<file path="config.mk">
export PLATFORM = sky130hd
export DESIGN_NAME = budget_limited_task_fifo
export DESIGN_NICKNAME = d
export VERILOG_FILES = /design/src/hw/rtl/btf_pkg.sv /design/src/hw/rtl/btf_ctrl.sv /design/src/hw/rtl/btf_datapath.sv /design/src/hw/rtl/budget_limited_task_fifo.sv
export SDC_FILE = /design/constraint.sdc
export NUM_CORES = 1
export LEC_CHECK = 0
export ABC_AREA = 1
export BUFFER_PORTS_ARGS = -buffer_cell sky130_fd_sc_hd__buf_2
export CELL_PAD_IN_SITES_DETAIL_PLACEMENT = 2
export CELL_PAD_IN_SITES_GLOBAL_PLACEMENT = 2
export CORE_UTILIZATION = 42
export DETAILED_ROUTE_END_ITERATION = 8
export PLACE_DENSITY_LB_ADDON = 0.1
export SYNTH_ARGS = -nofsm -noshare
export SYNTH_HDL_FRONTEND = slang
export SYNTH_SLANG_ARGS = --single-unit
</file>
<file path="constraint.sdc">
create_clock -name clk -period 7 [get_ports clk]
set_input_delay 1.05 -clock clk [delete_from_list [all_inputs] [get_ports clk]]
set_output_delay 1.05 -clock clk [all_outputs]
set_load 0.005 [all_outputs]
</file>
<file path="src/hw/rtl/btf_pkg.sv">
// Shared types and codes for the budget-limited task FIFO.
`timescale 1ns / 1ps

package btf_pkg;

  localparam int DUR_W    = 16;
  localparam int STATUS_W = 3;

  // Request codes
  localparam logic CMD_ADD  = 1'b0;
  localparam logic CMD_EXEC = 1'b1;

  // Result status codes
  localparam logic [STATUS_W-1:0] ST_ADDED       = 3'd0;
  localparam logic [STATUS_W-1:0] ST_OVER_BUDGET = 3'd1;
  localparam logic [STATUS_W-1:0] ST_FULL        = 3'd2;
  localparam logic [STATUS_W-1:0] ST_EXECUTED    = 3'd3;
  localparam logic [STATUS_W-1:0] ST_EMPTY       = 3'd4;

  localparam logic [DUR_W-1:0] TIME_LIMIT_RESET = 16'd300;

  // Controller to datapath commands
  typedef struct packed {
    logic load_req;      // capture the incoming request
    logic commit_direct; // resolve an add or an empty execute into the result slot
    logic rd_issue;      // read the oldest entry
    logic commit_pop;    // retire the entry that was read
  } dp_cmd_t;

  // Datapath to controller status
  typedef struct packed {
    logic req_exec;  // held request is an execute
    logic q_empty;   // no entry queued
    logic out_free;  // result slot can take a result this cycle
  } dp_stat_t;

endpackage

</file>
<file path="src/hw/rtl/btf_ctrl.sv">
// Request sequencer for the budget-limited task FIFO.
`timescale 1ns / 1ps

module btf_ctrl (
  input  logic              clk,
  input  logic              rst,
  input  logic              in_valid,
  output logic              in_ready,
  input  btf_pkg::dp_stat_t st,
  output btf_pkg::dp_cmd_t  cmd
);
  import btf_pkg::*;

  localparam logic [1:0] S_IDLE = 2'd0;
  localparam logic [1:0] S_EVAL = 2'd1;
  localparam logic [1:0] S_READ = 2'd2;

  logic [1:0] state;
  logic [1:0] state_next;

  always_ff @(posedge clk) begin
    if (rst) begin
      state <= S_IDLE;
    end else begin
      state <= state_next;
    end
  end

  always_comb begin
    state_next = state;
    in_ready   = 1'b0;
    cmd        = '0;
    case (state)
      S_IDLE: begin
        in_ready = 1'b1;
        if (in_valid) begin
          cmd.load_req = 1'b1;
          state_next   = S_EVAL;
        end
      end
      S_EVAL: begin
        if (st.req_exec && !st.q_empty) begin
          cmd.rd_issue = 1'b1;
          state_next   = S_READ;
        end else if (st.out_free) begin
          cmd.commit_direct = 1'b1;
          state_next        = S_IDLE;
        end
      end
      S_READ: begin
        if (st.out_free) begin
          cmd.commit_pop = 1'b1;
          state_next     = S_IDLE;
        end
      end
      default: begin
        state_next = S_IDLE;
      end
    endcase
  end

endmodule

</file>
<file path="src/hw/rtl/btf_datapath.sv">
// Task store, pointers, budget accounting and result register.
`timescale 1ns / 1ps

module btf_datapath #(
  parameter int QUEUE_DEPTH = 8
) (
  input  logic                                clk,
  input  logic                                rst,
  input  logic                                cfg_valid,
  input  logic [btf_pkg::DUR_W-1:0]           cfg_data,
  input  logic                                cmd,
  input  logic [btf_pkg::DUR_W-1:0]           duration,
  input  btf_pkg::dp_cmd_t                    ctl,
  output btf_pkg::dp_stat_t                   st,
  output logic                                out_valid,
  input  logic                                out_ready,
  output logic [btf_pkg::STATUS_W-1:0]        status,
  output logic [btf_pkg::DUR_W-1:0]           task_time,
  output logic [btf_pkg::DUR_W-1:0]           time_used
);
  import btf_pkg::*;

  localparam int PTR_W = $clog2(QUEUE_DEPTH);
  localparam int CNT_W = $clog2(QUEUE_DEPTH + 1);
  localparam logic [PTR_W-1:0] PTR_LAST = PTR_W'(QUEUE_DEPTH - 1);
  localparam logic [CNT_W-1:0] CNT_FULL = CNT_W'(QUEUE_DEPTH);

  logic [DUR_W-1:0] task_store [QUEUE_DEPTH];
  logic [DUR_W-1:0] rd_data;

  logic             req_cmd;
  logic [DUR_W-1:0] req_dur;
  logic [DUR_W-1:0] time_limit;
  logic [PTR_W-1:0] head_ptr;
  logic [PTR_W-1:0] tail_ptr;
  logic [CNT_W-1:0] occupancy;
  logic [DUR_W-1:0] used_time;

  logic             over_budget;
  logic             q_full;
  logic             wr_en;
  logic [DUR_W-1:0] used_next;
  logic [STATUS_W-1:0] status_next;
  logic [DUR_W-1:0] task_next;
  logic             commit;

  assign over_budget = ({1'b0, used_time} + {1'b0, req_dur}) > {1'b0, time_limit};
  assign q_full      = (occupancy == CNT_FULL);
  assign wr_en       = ctl.commit_direct && (req_cmd == CMD_ADD) && !over_budget && !q_full;
  assign commit      = ctl.commit_direct || ctl.commit_pop;

  assign st.req_exec = (req_cmd == CMD_EXEC);
  assign st.q_empty  = (occupancy == '0);
  assign st.out_free = !out_valid || out_ready;

  always_comb begin
    used_next   = used_time;
    task_next   = '0;
    status_next = ST_EMPTY;
    if (ctl.commit_pop) begin
      used_next   = used_time - rd_data;
      task_next   = rd_data;
      status_next = ST_EXECUTED;
    end else if (req_cmd == CMD_ADD) begin
      if (over_budget) begin
        status_next = ST_OVER_BUDGET;
      end else if (q_full) begin
        status_next = ST_FULL;
      end else begin
        used_next   = used_time + req_dur;
        status_next = ST_ADDED;
      end
    end
  end

  // Request hold and task memory
  always_ff @(posedge clk) begin
    if (ctl.load_req) begin
      req_cmd <= cmd;
      req_dur <= duration;
    end
    if (wr_en) begin
      task_store[tail_ptr] <= req_dur;
    end
    if (ctl.rd_issue) begin
      rd_data <= task_store[head_ptr];
    end
  end

  always_ff @(posedge clk) begin
    if (rst) begin
      time_limit <= TIME_LIMIT_RESET;
      head_ptr   <= '0;
      tail_ptr   <= '0;
      occupancy  <= '0;
      used_time  <= '0;
      out_valid  <= 1'b0;
    end else begin
      if (cfg_valid) begin
        time_limit <= cfg_data;
      end
      if (wr_en) begin
        tail_ptr  <= (tail_ptr == PTR_LAST) ? '0 : tail_ptr + 1'b1;
        occupancy <= occupancy + 1'b1;
      end
      if (ctl.commit_pop) begin
        head_ptr  <= (head_ptr == PTR_LAST) ? '0 : head_ptr + 1'b1;
        occupancy <= occupancy - 1'b1;
      end
      if (commit) begin
        used_time <= used_next;
        out_valid <= 1'b1;
      end else if (out_ready) begin
        out_valid <= 1'b0;
      end
    end
  end

  always_ff @(posedge clk) begin
    if (commit) begin
      status    <= status_next;
      task_time <= task_next;
      time_used <= used_next;
    end
  end

`ifndef SYNTHESIS
  a_occ_bound: assert property (@(posedge clk) disable iff (rst)
    occupancy <= CNT_FULL)
    else $error("occupancy beyond queue depth");

  a_ptr_match: assert property (@(posedge clk) disable iff (rst)
    (occupancy == '0 || occupancy == CNT_FULL) |-> head_ptr == tail_ptr)
    else $error("pointers disagree with occupancy");

  a_no_read_empty: assert property (@(posedge clk) disable iff (rst)
    ctl.rd_issue |-> occupancy != '0)
    else $error("read issued on empty queue");

  a_commit_slot: assert property (@(posedge clk) disable iff (rst)
    commit |-> (!out_valid || out_ready))
    else $error("result overwritten before transfer");

  a_commit_shows: assert property (@(posedge clk) disable iff (rst)
    commit |=> out_valid)
    else $error("committed result not presented");
`endif

endmodule

</file>
<file path="src/hw/rtl/budget_limited_task_fifo.sv">
// Top level of the budget-limited task FIFO.
`timescale 1ns / 1ps

// Circular queue of task durations with a running time budget. Each request
// on the input channel (cmd 0 add, cmd 1 execute oldest) yields exactly one
// result on the output channel: status, the executed duration (zero unless
// executed) and the queued total after the request. An add is refused with
// over-budget when the queued total plus the duration would exceed
// time_limit (checked at 17 bits, so no wrap), or with queue-full when
// QUEUE_DEPTH tasks are queued; the budget test wins when both apply.
// One request is in work at a time: an add or an execute on an empty queue
// is committed to the output register from the evaluate state, and the input
// is freed once it is; an execute that pops goes through a read state first,
// since the task memory has a registered read port. A finished
// result waits in the output register while the next request is taken in;
// a stalled output holds the sequencer once that next request is resolved.
// time_limit resets to 300 and is written through the cfg channel, which is
// always ready; write it only while the block is idle.
module budget_limited_task_fifo #(
  parameter int QUEUE_DEPTH = 8
) (
  input  logic                          clk,
  input  logic                          rst,
  input  logic                          cfg_valid,
  output logic                          cfg_ready,
  input  logic [btf_pkg::DUR_W-1:0]     cfg_data,
  input  logic                          in_valid,
  output logic                          in_ready,
  input  logic                          cmd,
  input  logic [btf_pkg::DUR_W-1:0]     duration,
  output logic                          out_valid,
  input  logic                          out_ready,
  output logic [btf_pkg::STATUS_W-1:0]  status,
  output logic [btf_pkg::DUR_W-1:0]     task_time,
  output logic [btf_pkg::DUR_W-1:0]     time_used
);
  import btf_pkg::*;

  dp_cmd_t  ctl;
  dp_stat_t st;

  // The limit register takes a write in any cycle.
  assign cfg_ready = 1'b1;

  // Sequence each request: capture, resolve, and for a pop wait on the read.
  btf_ctrl u_ctrl (
    .clk      (clk),
    .rst      (rst),
    .in_valid (in_valid),
    .in_ready (in_ready),
    .st       (st),
    .cmd      (ctl)
  );

  // Hold the queue, the pointers, the budget and the result register.
  btf_datapath #(
    .QUEUE_DEPTH (QUEUE_DEPTH)
  ) u_datapath (
    .clk       (clk),
    .rst       (rst),
    .cfg_valid (cfg_valid),
    .cfg_data  (cfg_data),
    .cmd       (cmd),
    .duration  (duration),
    .ctl       (ctl),
    .st        (st),
    .out_valid (out_valid),
    .out_ready (out_ready),
    .status    (status),
    .task_time (task_time),
    .time_used (time_used)
  );

endmodule

</file>
==> metrics.txt, run 1 <==
crit share post-route=70.7%; CTS Buf Count=27; num rows=60; Arr. time, crit path=5170 ps; # fillers=2,901; Worst Reg2Reg Path Length in Cells=25; post-synth cell types=44; IO Pins=76; register area share after synthesis=58.0%; final setup vio count=0; total routed wirelength=38.4 mm; CP Launch Type=flop; effective utilization at floorplan=43.1%; Routed Antenna Nets=0; RSZ-0062 raised after global routing=no; Final Core Density=49.2%; Worst R2R Setup Slack=2050 ps; number of flops mapped to enable cells by yosys=196; Placer Congestion=0.878; Remaining DRCs=0; CORE AREA=27,200 um2; layout cells sized above 1=13.0%; Post-Syn Area=11,700 um2; CP Max Fanout=19; endpoints failing hold=0; minimum clock period after layout=4950 ps; drt first pass iters=6; crit path to=u_datapath.task_store[5][12]; dpl ws=2030 ps; critical path endpoint category=flop; Clock Latency Late Sink=540 ps; Final Non-Filler Cells=1,666; status=completed; clk root buf=clkbuf_16; Final HPWL DP=26.7 mm; RR Endpoint=u_datapath.task_store[5][12]; number of max-cap violations=0; CP required=7220 ps; setup_tns=0 ps; via/cell ratio=5.48; clock sinks=241; Layout Skew=17.0 ps; Mapped Nets=1,290; PD cells=289 nW/um2; Cells after Synth=1,196; fin. max-slew vios=0; Yosys reg bits=241; largest net degree at the start of global routing=67; Hold Crit Class=flop to flop; Post-Syn Area per Cell=9.79 um2; launching point of the worst reg2reg path=u_datapath.req_dur[0]; Worst VDD drop=0.000208 V; vias in the first global route=9,864; multi-input logic area=4200 um2; Most used DFF post-synth=edfxtp_1; Crit. Startpoint=u_datapath.req_dur[0]; Post-CTS Setup Bufs=0; Slew headroom=44.2%; nets=1,368; final setup margin=2050 ps; Die H=169 um; post-CTS sizing=0; cts hold-fix bufs=0; CTS clk-pin slew, worst paths=60 ps; H-tree depth reported by CTS=1; Leak Pwr=5.67 nW; Ys Warns=0; diode count=0; Inst Count DP=1,617; FFs w/ async S/R, synth=0%; gr ovfl total=0; detailed-route via count=9,131; worst setup path class=flop to flop; chip width=169 um; PortBufs=74; antenna violations before repair=0; global-route wire length before repair=58.2 mm; DRT iter0 DRCs=628; Peak Freq=202 MHz; worst slew pin tran=826 ps; Layout area overhead=14.3%; Max Buffers Root-to-Sink=3; CTS tree=yes; total power=3.87 mW; GRT Total Usage=27.4%; DIE AREA=28,500 um2; Reg area=6790 um2; WL/cell=23.0 um
-- critical path, cell delays in order (launching register included) --
cell      delay (ps)
edfxtp_1         540
ha_1             290
fa_1             420
nand3_1          100
nand2_1          140
nand2_1          100
nand2_1           80
or2_2            290
and2_1           140
ha_1             280
a21o_1           160
nor2_1           100
nand3_1           80
nand2_1           60
nand2_1           40
nand2_1           50
nand2_1           40
nand2_1           50
nand2_1           50
nand2_1           60
buf_4            300
nand4_4          210
inv_1            110
nand2_1          130
nor2_1           410
buf_4            350
-- power by group --
group,switching [mW],total [mW],internal (mW)
clock network,0.572,1.40,0.825
logic,0.515,0.766,0.251
registers,0.0657,1.71,1.64
-- cell usage in the layout, fill, tap and decap left out, types with 2 or more instances in the layout --
cell	synthesis	final
bufinv_16	0	3
inv_2	2	3
buf_2	2	74
a21oi_1	62	62
nand3_2	10	10
nand3_1	52	52
clkinv_2	0	5
dfxtp_1	45	44
or2_2	4	4
xor2_1	10	10
clkbuf_1	39	7
nor2_1	178	178
and2_1	11	11
nor3_1	6	4
o21ai_1	8	8
clkbuf_16	0	27
xnor2_1	7	7
nand2_2	9	10
a21o_1	2	2
nand4_1	21	21
nand2_1	148	147
buf_4	2	21
a31oi_1	17	17
edfxtp_1	196	196
o22ai_1	16	16
o21ai_0	126	126
clkinv_1	1	7
ha_1	53	53
nand3b_1	4	4
o21a_1	3	3
nor3_2	0	2
a21oi_2	2	2
fa_1	3	3
a211oi_1	2	2
inv_1	141	140
-- metal layers --
layer  vias up  routed length, um  GRT usage [%]
met3        45               1260           2.31
met2       170              19400           49.2
met5         -                  0              0
li1       4241                  -              -
met4         0                875           7.15
met1      4675              16900           35.3
-- stage by stage --
step                      cell area [um2]  hold WS, ps
after floorplan                     11700          435
after global placement              12500          461
after detailed placement            12500          470
after CTS                           13400          478
after global routing                13400          500
final                               13400          475
-- synth_stat cells, drive strengths merged (3+ instances only) --
cell    instances  area share, %
edfxtp        196             50
nand2         157            5.2
or2             5           0.27
a31oi          17           0.91
o21a            3           0.19
nor2          178            5.7
xor2           10           0.75
nand4          22            1.3
buf             7           0.37
a211oi          3           0.30
a21oi          64            2.8
clkbuf         39            1.3
nand3          63            3.2
xnor2           7           0.52
nand3b          4           0.26
ha             53            5.7
o21ai         135            5.8
inv           143            4.6
o22ai          16           0.86
nor3            6           0.26
dfxtp          45            7.7
and2           11           0.59
fa              3           0.51
-- sequential cells by signal (all words and copies together) (netlist names), 2 cells and up --
| register | flops |
|---|---|
| u_datapath.time_limit | 16 |
| u_datapath.tail_ptr | 3 |
| u_datapath.status | 3 |
| u_datapath.req_dur | 16 |
| u_datapath.time_used | 16 |
| u_ctrl.state | 2 |
| u_datapath.task_time | 16 |
| u_datapath.used_time | 16 |
| u_datapath.occupancy | 4 |
| u_datapath.task_store | 128 |
| u_datapath.head_ptr | 3 |
| u_datapath.rd_data | 16 |
-- how the worst min path moves through the flow --
| stage | cells after the start | slack (ps) | from | to |
|---|---|---|---|---|
| 6_report | 2 | 470 | u_datapath.time_limit[1] | u_datapath.time_limit[1] |
| 5_1_grt | 2 | 500 | u_datapath.time_limit[1] | u_datapath.time_limit[1] |
| 4_1_cts | 2 | 480 | u_datapath.time_limit[1] | u_datapath.time_limit[1] |
| 3_5_place_dp | 2 | 470 | u_datapath.time_limit[1] | u_datapath.time_limit[1] |
| 3_3_place_gp | 2 | 460 | u_datapath.time_limit[2] | u_datapath.time_limit[2] |
| 2_1_floorplan | 2 | 440 | u_datapath.time_limit[15] | u_datapath.time_limit[15] |
-- cell families (layout without fill, tap and decap cells) --
kind of cell,after synthesis,after routing,share of synthesized area (%)
and+or+nand+nor,447,447,17.0
AOI/OAI and AO/OA,244,244,11.3
buffers and inverters,190,288,6.24
DFF,241,241,58.0
xor gates and xnor gates,17,17,1.27
adders and majority gates,56,56,6.18
other,1,1,0.0320
-- area by class of cell --
class | instances | area share, %
sequential | 241 | 50.8
multi-input combinational | 765 | 31.4
clock buffer | 35 | 5.35
inverter | 144 | 4.04
timing repair buffer | 95 | 3.95
tap | 372 | 3.48
clock inverter | 14 | 1.03
Power figures use the tool's default switching activity.
==> run 2, diff against run 1 <==
--- a/config.mk
+++ b/config.mk
@@ -9,7 +9,7 @@
 export BUFFER_PORTS_ARGS = -buffer_cell sky130_fd_sc_hd__buf_2
 export CELL_PAD_IN_SITES_DETAIL_PLACEMENT = 2
 export CELL_PAD_IN_SITES_GLOBAL_PLACEMENT = 2
-export CORE_UTILIZATION = 42
+export CORE_UTILIZATION = 35
 export DETAILED_ROUTE_END_ITERATION = 8
 export PLACE_DENSITY_LB_ADDON = 0.1
 export SYNTH_ARGS = -nofsm -noshare
==> constraint.sdc (replaced) <==
create_clock -name clk -period 4 [get_ports clk]
set_input_delay 0.6 -clock clk [delete_from_list [all_inputs] [get_ports clk]]
set_output_delay 0.6 -clock clk [all_outputs]
set_load 0.005 [all_outputs]
==> run 2 against run 1 <==
  * Flip-flop and latch count unchanged
  * Register-to-register slack got worse by 2100 ps
  * Wire length is 8.3% higher
  * The run now ends with negative setup slack left
  * Die area is 20% higher
  * Non-clock buffer count grew 84
  * Count of clock-buffer cells in the layout is 1 lower
  * Clock skew up 3.8 ps
==> metrics.txt, run 2 (synthesis gave the netlist of run 1 again) <==
status=finished with violations (was completed); nets=1,453 (was 1,368); Die H=185 um (was 169 um); PD cells=489 nW/um2 (was 289 nW/um2); number of max-cap violations=0 (unchanged); chip width=185 um (was 169 um); num rows=66 (was 60); total routed wirelength=41.6 mm (was 38.4 mm); final setup margin=-36.9 ps (was 2050 ps); area of placed instances=13,200 um2 (was 12,500 um2); Leak Pwr=6.15 nW (was 5.67 nW); endpoints failing hold=0 (unchanged); detailed-route via count=9,486 (was 9,131); worst setup path class=flop to flop (unchanged); minimum clock period after layout=4040 ps (was 4950 ps); via/cell ratio=5.21 (was 5.48); Arr. time, crit path=4290 ps (was 5170 ps); PortBufs=74 (unchanged); worst slew pin tran=996 ps (was 826 ps); clock sinks=241 (unchanged); Sw Share=30.5% (was 29.8%); Final Non-Filler Cells=1,820 (was 1,666); largest net degree at the start of global routing=66 (was 67); # fillers=3,514 (was 2,901); DRT iter0 DRCs=548 (was 628); crit share post-route=101% (was 70.7%); Logic pwr share=24.2% (was 19.8%); effective utilization at floorplan=35.8% (was 43.1%); global-route wire length before repair=60.9 mm (was 58.2 mm); cts hold-fix bufs=0 (unchanged); IO Pins=76 (unchanged); final setup vio count=13 (was 0); Final HPWL DP=28.7 mm (was 26.7 mm); WL/cell=22.8 um (was 23.0 um); Critical Path Most Common Cell=nand2_1 (unchanged); number of cells on the critical path=25 (unchanged); total power=7.21 mW (was 3.87 mW); CORE AREA=32,700 um2 (was 27,200 um2); CP top delay family=simple AND/OR/NAND/NOR gates (unchanged); Largest register FFs=128 (unchanged); Clock power frac=34.6% (was 36.1%); Worst Reg2Reg Path Length in Cells=25 (unchanged); GRT Total Usage=24.2% (was 27.4%); CTS Buf Count=28 (was 27); Int Pwr=5.01 mW (was 2.72 mW); Routed Antenna Nets=0 (unchanged); Peak Freq=248 MHz (was 202 MHz); fin. max-slew vios=0 (unchanged); Final Instance Area=14,700 um2 (was 13,400 um2); most common cell after layout, fill and taps aside=edfxtp_1 (unchanged); critical path's largest stage delay=470 ps (was 540 ps); Clock Latency Late Sink=550 ps (was 540 ps); failing checks=negative setup slack; Max Buffers Root-to-Sink=3 (unchanged); Hold Crit Class=input pin to flop (was flop to flop); H-tree depth reported by CTS=1 (unchanged); CTS clk-pin slew, worst paths=70 ps (was 60 ps); Placer Congestion=0.849 (was 0.878); Slowest-stage cell, CP=edfxtp_1 (unchanged); CTS tree=yes (unchanged); Layout Skew=20.8 ps (was 17.0 ps); CP Buf/Inv Count=3 (unchanged); Layout area overhead=25.9% (was 14.3%); Biggest register=u_datapath.task_store (unchanged); CP Launch Type=flop (unchanged); Inst Count DP=1,749 (was 1,617); critical path endpoint category=flop (unchanged); DIE AREA=34,200 um2 (was 28,500 um2); Seq pwr share=41.1% (was 44.1%); antenna violations before repair=1 (was 0); layout cells sized above 1=23.1% (was 13.0%); most frequent cells in the layout=edfxtp_1, nor2_1, inv_1 (was edfxtp_1, nor2_1, nand2_1); RSZ-0062 raised after global routing=yes (was no); vias in the first global route=10,000 (was 9,864); CP Max Fanout=8 (was 19); Remaining DRCs=0 (unchanged); Slew headroom=33.5% (was 44.2%); NetSw=2.20 mW (was 1.15 mW); diode count=0 (unchanged); Worst VDD drop=0.000307 V (was 0.000208 V); clk root buf=clkbuf_16 (unchanged); hold path depth=1 (was 2); drt first pass iters=5 (was 6); CP required=4260 ps (was 7220 ps); gr ovfl total=0 (unchanged)
run 2: cell types whose count changed in the layout (fill, tap and decap cells not counted), moves of 6 or more:
| cell | previous run | this run |
|---|---|---|
| a21oi_1 | 62 | 56 |
| buf_12 | 0 | 8 |
| buf_4 | 21 | 85 |
| buf_6 | 0 | 9 |
| ha_1 | 53 | 36 |
| ha_4 | 0 | 17 |
| nand2_1 | 147 | 134 |
| nand2_2 | 10 | 21 |
| nor2_1 | 178 | 164 |
| nor2_2 | 0 | 7 |
| nor2_4 | 0 | 7 |
run 2: worst paths after layout:
path	startpoint	to	slack (ps)
setup / recovery	u_datapath.req_dur[0]	u_datapath.task_store[0][9]	-40
hold / removal	duration[13]	u_datapath.req_dur[13]	230
setup reg to reg	u_datapath.req_dur[0]	u_datapath.task_store[0][9]	-40
hold reg to reg	u_datapath.time_limit[11]	u_datapath.time_limit[11]	480
run 2: final cells by class:
type,count,area (um2),area share [%]
Timing Repair Buffer,179,1350,9.15
Inverter,144,541,3.67
Sequential cell,241,6790,46.1
Clock buffer,34,744,5.05
Tap cell,442,553,3.75
Multi-Input combinational cell,765,4630,31.4
Clock inverter,15,131,0.892
run 2: metrics by stage:
step | hold WS, ps | utilization, % | TNS (ps) | setup slack [ps]
floorplan | 435 | - | -1150 | -14.8
global placement | 457 | 40.4 | 0 | 90.1
detailed placement | 470 | 40.4 | -3460 | -62.9
CTS | 207 | 43.5 | -34.5 | -6.58
global route | 219 | 45.0 | -20930 | -229
finish | 227 | 45.0 | -288 | -36.9
run 2: per-layer routing:
metal	wire length [um]	global-route usage (%)	up-vias
met5	0	0	-
met4	964	6.21	0
met3	1960	3.38	52
met2	19500	40.0	217
met1	19100	33.2	4791
li1	-	-	4426
run 2: repair_timing:
| item | in CTS | in global routing |
|---|---|---|
| gates resized for setup | 9 | 72 |
| setup endpoints to repair | 104 | 164 |
| setup buffers | 8 | 14 |
| pin swaps | 5 | 31 |
| cloned | 2 | 1 |
run 2: power groups by stage:
stage | logic [mW] | clock network (mW) | registers (mW)
floorplan | 0.875 | 0 | 2.99
global placement | 1.48 | 0 | 3.00
detailed placement | 1.54 | 0 | 3.01
CTS | 1.58 | 2.55 | 2.96
global route | 1.93 | 2.63 | 2.98
finish | 1.75 | 2.50 | 2.96
==> run 3, diff against run 2 <==
--- a/config.mk
+++ b/config.mk
@@ -9,8 +9,10 @@
 export BUFFER_PORTS_ARGS = -buffer_cell sky130_fd_sc_hd__buf_2
 export CELL_PAD_IN_SITES_DETAIL_PLACEMENT = 2
 export CELL_PAD_IN_SITES_GLOBAL_PLACEMENT = 2
+export CORE_ASPECT_RATIO = 1.5
 export CORE_UTILIZATION = 35
 export DETAILED_ROUTE_END_ITERATION = 8
+export HOLD_SLACK_MARGIN = 0.06
 export PLACE_DENSITY_LB_ADDON = 0.1
 export SYNTH_ARGS = -nofsm -noshare
 export SYNTH_HDL_FRONTEND = slang
==> run 3 against run 2 <==
  * The run now ends clean
  * Non-clock buffer count fell by 24
  * Wire length fell by 8.9%
  * First-iteration DRC count fell by 39%
  * Global-route usage fell by 1.5 points
  * Critical endpoint is now u_datapath.task_store[0][1]
  * Largest power group unchanged
  * Highest routed layer unchanged
==> metrics.txt, run 3 (synthesis gave the netlist of run 1 again) <==
status=completed (was finished with violations); clock sinks=241 (unchanged); diode count=0 (unchanged); Routed Antenna Nets=0 (unchanged); Die H=226 um (was 185 um); Arr. time, crit path=4080 ps (was 4290 ps); clk root buf=clkbuf_16 (unchanged); top routing layer used=met4 (unchanged); WL met2=20.3 mm (was 19.5 mm); Worst VDD drop=0.000444 V (was 0.000307 V); detailed-route via count=9,150 (was 9,486); Final Core Density=44.0% (was 45.0%); worst setup path class=flop to flop (unchanged); dpl ws=-41.7 ps (was -62.9 ps); PortBufs=74 (unchanged); Clock Latency Late Sink=540 ps (was 550 ps); critical path endpoint category=flop (unchanged); antenna violations before repair=0 (was 1); drt first pass iters=4 (was 5); most frequent cells in the layout=edfxtp_1, nor2_1, nand2_1 (was edfxtp_1, nor2_1, inv_1); gr ovfl total=0 (unchanged); crit share post-route=95.7% (was 101%); Max Buffers Root-to-Sink=3 (unchanged); via/cell ratio=5.18 (was 5.21); global-route wire length before repair=57.4 mm (was 60.9 mm); largest net degree at the start of global routing=69 (was 66); Inst Count DP=1,715 (was 1,749); DIE AREA=34,200 um2 (about the same); num rows=81 (was 66); CP required=4250 ps (was 4260 ps); final setup margin=172 ps (was -36.9 ps); Hold Crit Class=input pin to flop (unchanged); Worst R2R Setup Slack=170 ps (was -40 ps); wire length on met1=15.5 mm (was 19.1 mm); H-tree depth reported by CTS=1 (unchanged); CTS clk-pin slew, worst paths=60 ps (was 70 ps); most common cell after layout, fill and taps aside=edfxtp_1 (unchanged); PD cells=499 nW/um2 (was 489 nW/um2); total power=7.17 mW (was 7.21 mW); Largest register FFs=128 (unchanged); worst hold slack=231 ps (was 227 ps); Leak Pwr=6.06 nW (was 6.15 nW); DRT iter0 DRCs=333 (was 548); # fillers=3,507 (was 3,514); CORE AREA=32,700 um2 (about the same); Peak Freq=261 MHz (was 248 MHz); IO Pins=76 (unchanged); worst slew pin tran=848 ps (was 996 ps); layout cells sized above 1=20.6% (was 23.1%); Remaining DRCs=0 (unchanged); nets=1,427 (was 1,453); Slew headroom=43.4% (was 33.5%); CP Max Fanout=8 (unchanged); total routed wirelength=37.9 mm (was 41.6 mm); fin. max-slew vios=0 (unchanged); WL/cell=21.4 um (was 22.8 um); CTS Buf Count=26 (was 28); Placer Congestion=0.854 (was 0.849); routed wl met3=882 um (was 1.96 mm); chip width=151 um (was 185 um); Biggest register=u_datapath.task_store (unchanged); Layout Skew=8.65 ps (was 20.8 ps); final setup vio count=0 (was 13); Final Non-Filler Cells=1,767 (was 1,820); Final HPWL DP=27.6 mm (was 28.7 mm); cts hold-fix bufs=0 (unchanged); endpoints failing hold=0 (unchanged); CTS tree=yes (unchanged); minimum clock period after layout=3830 ps (was 4040 ps); Layout area overhead=23.0% (was 25.9%); effective utilization at floorplan=35.8% (about the same); number of max-cap violations=0 (unchanged); GRT Total Usage=22.7% (was 24.2%); vias in the first global route=9,901 (was 10,000); CP Launch Type=flop (unchanged)
[run 3: cell types whose count changed in the layout (fill, tap and decap cells not counted), sizes merged]
cell / delta
clkbuf: -6
clkinvlp: -2
buf: -23
bufinv: +4
clkinv: +2
inv: -1
[run 3: where the power goes]
group	internal (mW)	total, mW	switching, mW
sequential	2.87	2.96	0.0890
clock	1.61	2.62	1.01
combinational	0.615	1.59	0.976
total	5.10	7.17	2.07
[run 3: path summary, 6_finish.rpt]
check                                         startpoint                     endpoint  cells past startpoint
worst max-delay path               u_datapath.req_dur[5]  u_datapath.task_store[0][1]                     23
worst min-delay path                        duration[11]       u_datapath.req_dur[11]                      1
worst max register to register     u_datapath.req_dur[5]  u_datapath.task_store[0][1]                     23
worst min register to register  u_datapath.time_limit[1]     u_datapath.time_limit[1]                      2
[run 3: final cells by class]
cell class	instances	area [um2]	area share (%)
multi-input cells	765	4480	31.1
flip-flops and latches	241	6790	47.2
inverters	144	541	3.76
well taps	415	519	3.61
clock buffers	29	683	4.75
repair buffers	155	1130	7.83
clock inverters	18	249	1.73
[run 3: stage by stage]
stage,area (um2),setup TNS [ps]
after floorplan,11700,-1150
after global placement,13100,0
after detailed placement,13100,-2440
after CTS,14100,0
after global routing,14400,-792
final,14400,0
[run 3: metal layers]
| metal | track usage [%] | vias up |
|---|---|---|
| li1 | - | 4365 |
| met5 | 0 | - |
| met4 | 8.13 | 0 |
| met1 | 26.4 | 4614 |
| met2 | 41.8 | 113 |
| met3 | 3.05 | 58 |
[run 3: what timing repair did]
action | CTS | global route
resized for setup | 4 | 47
pin swaps | 1 | 9
buffers inserted | 1 | 3
gates cloned | 0 | 1
endpoints found under the setup margin | 93 | 164
[run 3: critical path, stage by stage, from the launching register on]
cell and delay (ps):
edfxtp_1 490, ha_4 330, buf_4 120, nand2_1 70
nor2_1 150, nand2_1 80, nand2_1 120, buf_4 130
nand2_1 70, nand3b_1 110, and2_1 200, ha_4 220
a21oi_2 120, o21a_1 120, nand2_1 50, nand2_1 50
nand2_1 50, nand2_1 60, nand2_1 60, nand2_2 100
nand4_4 120, or2_4 350, nor2_4 180, clkbuf_16 190
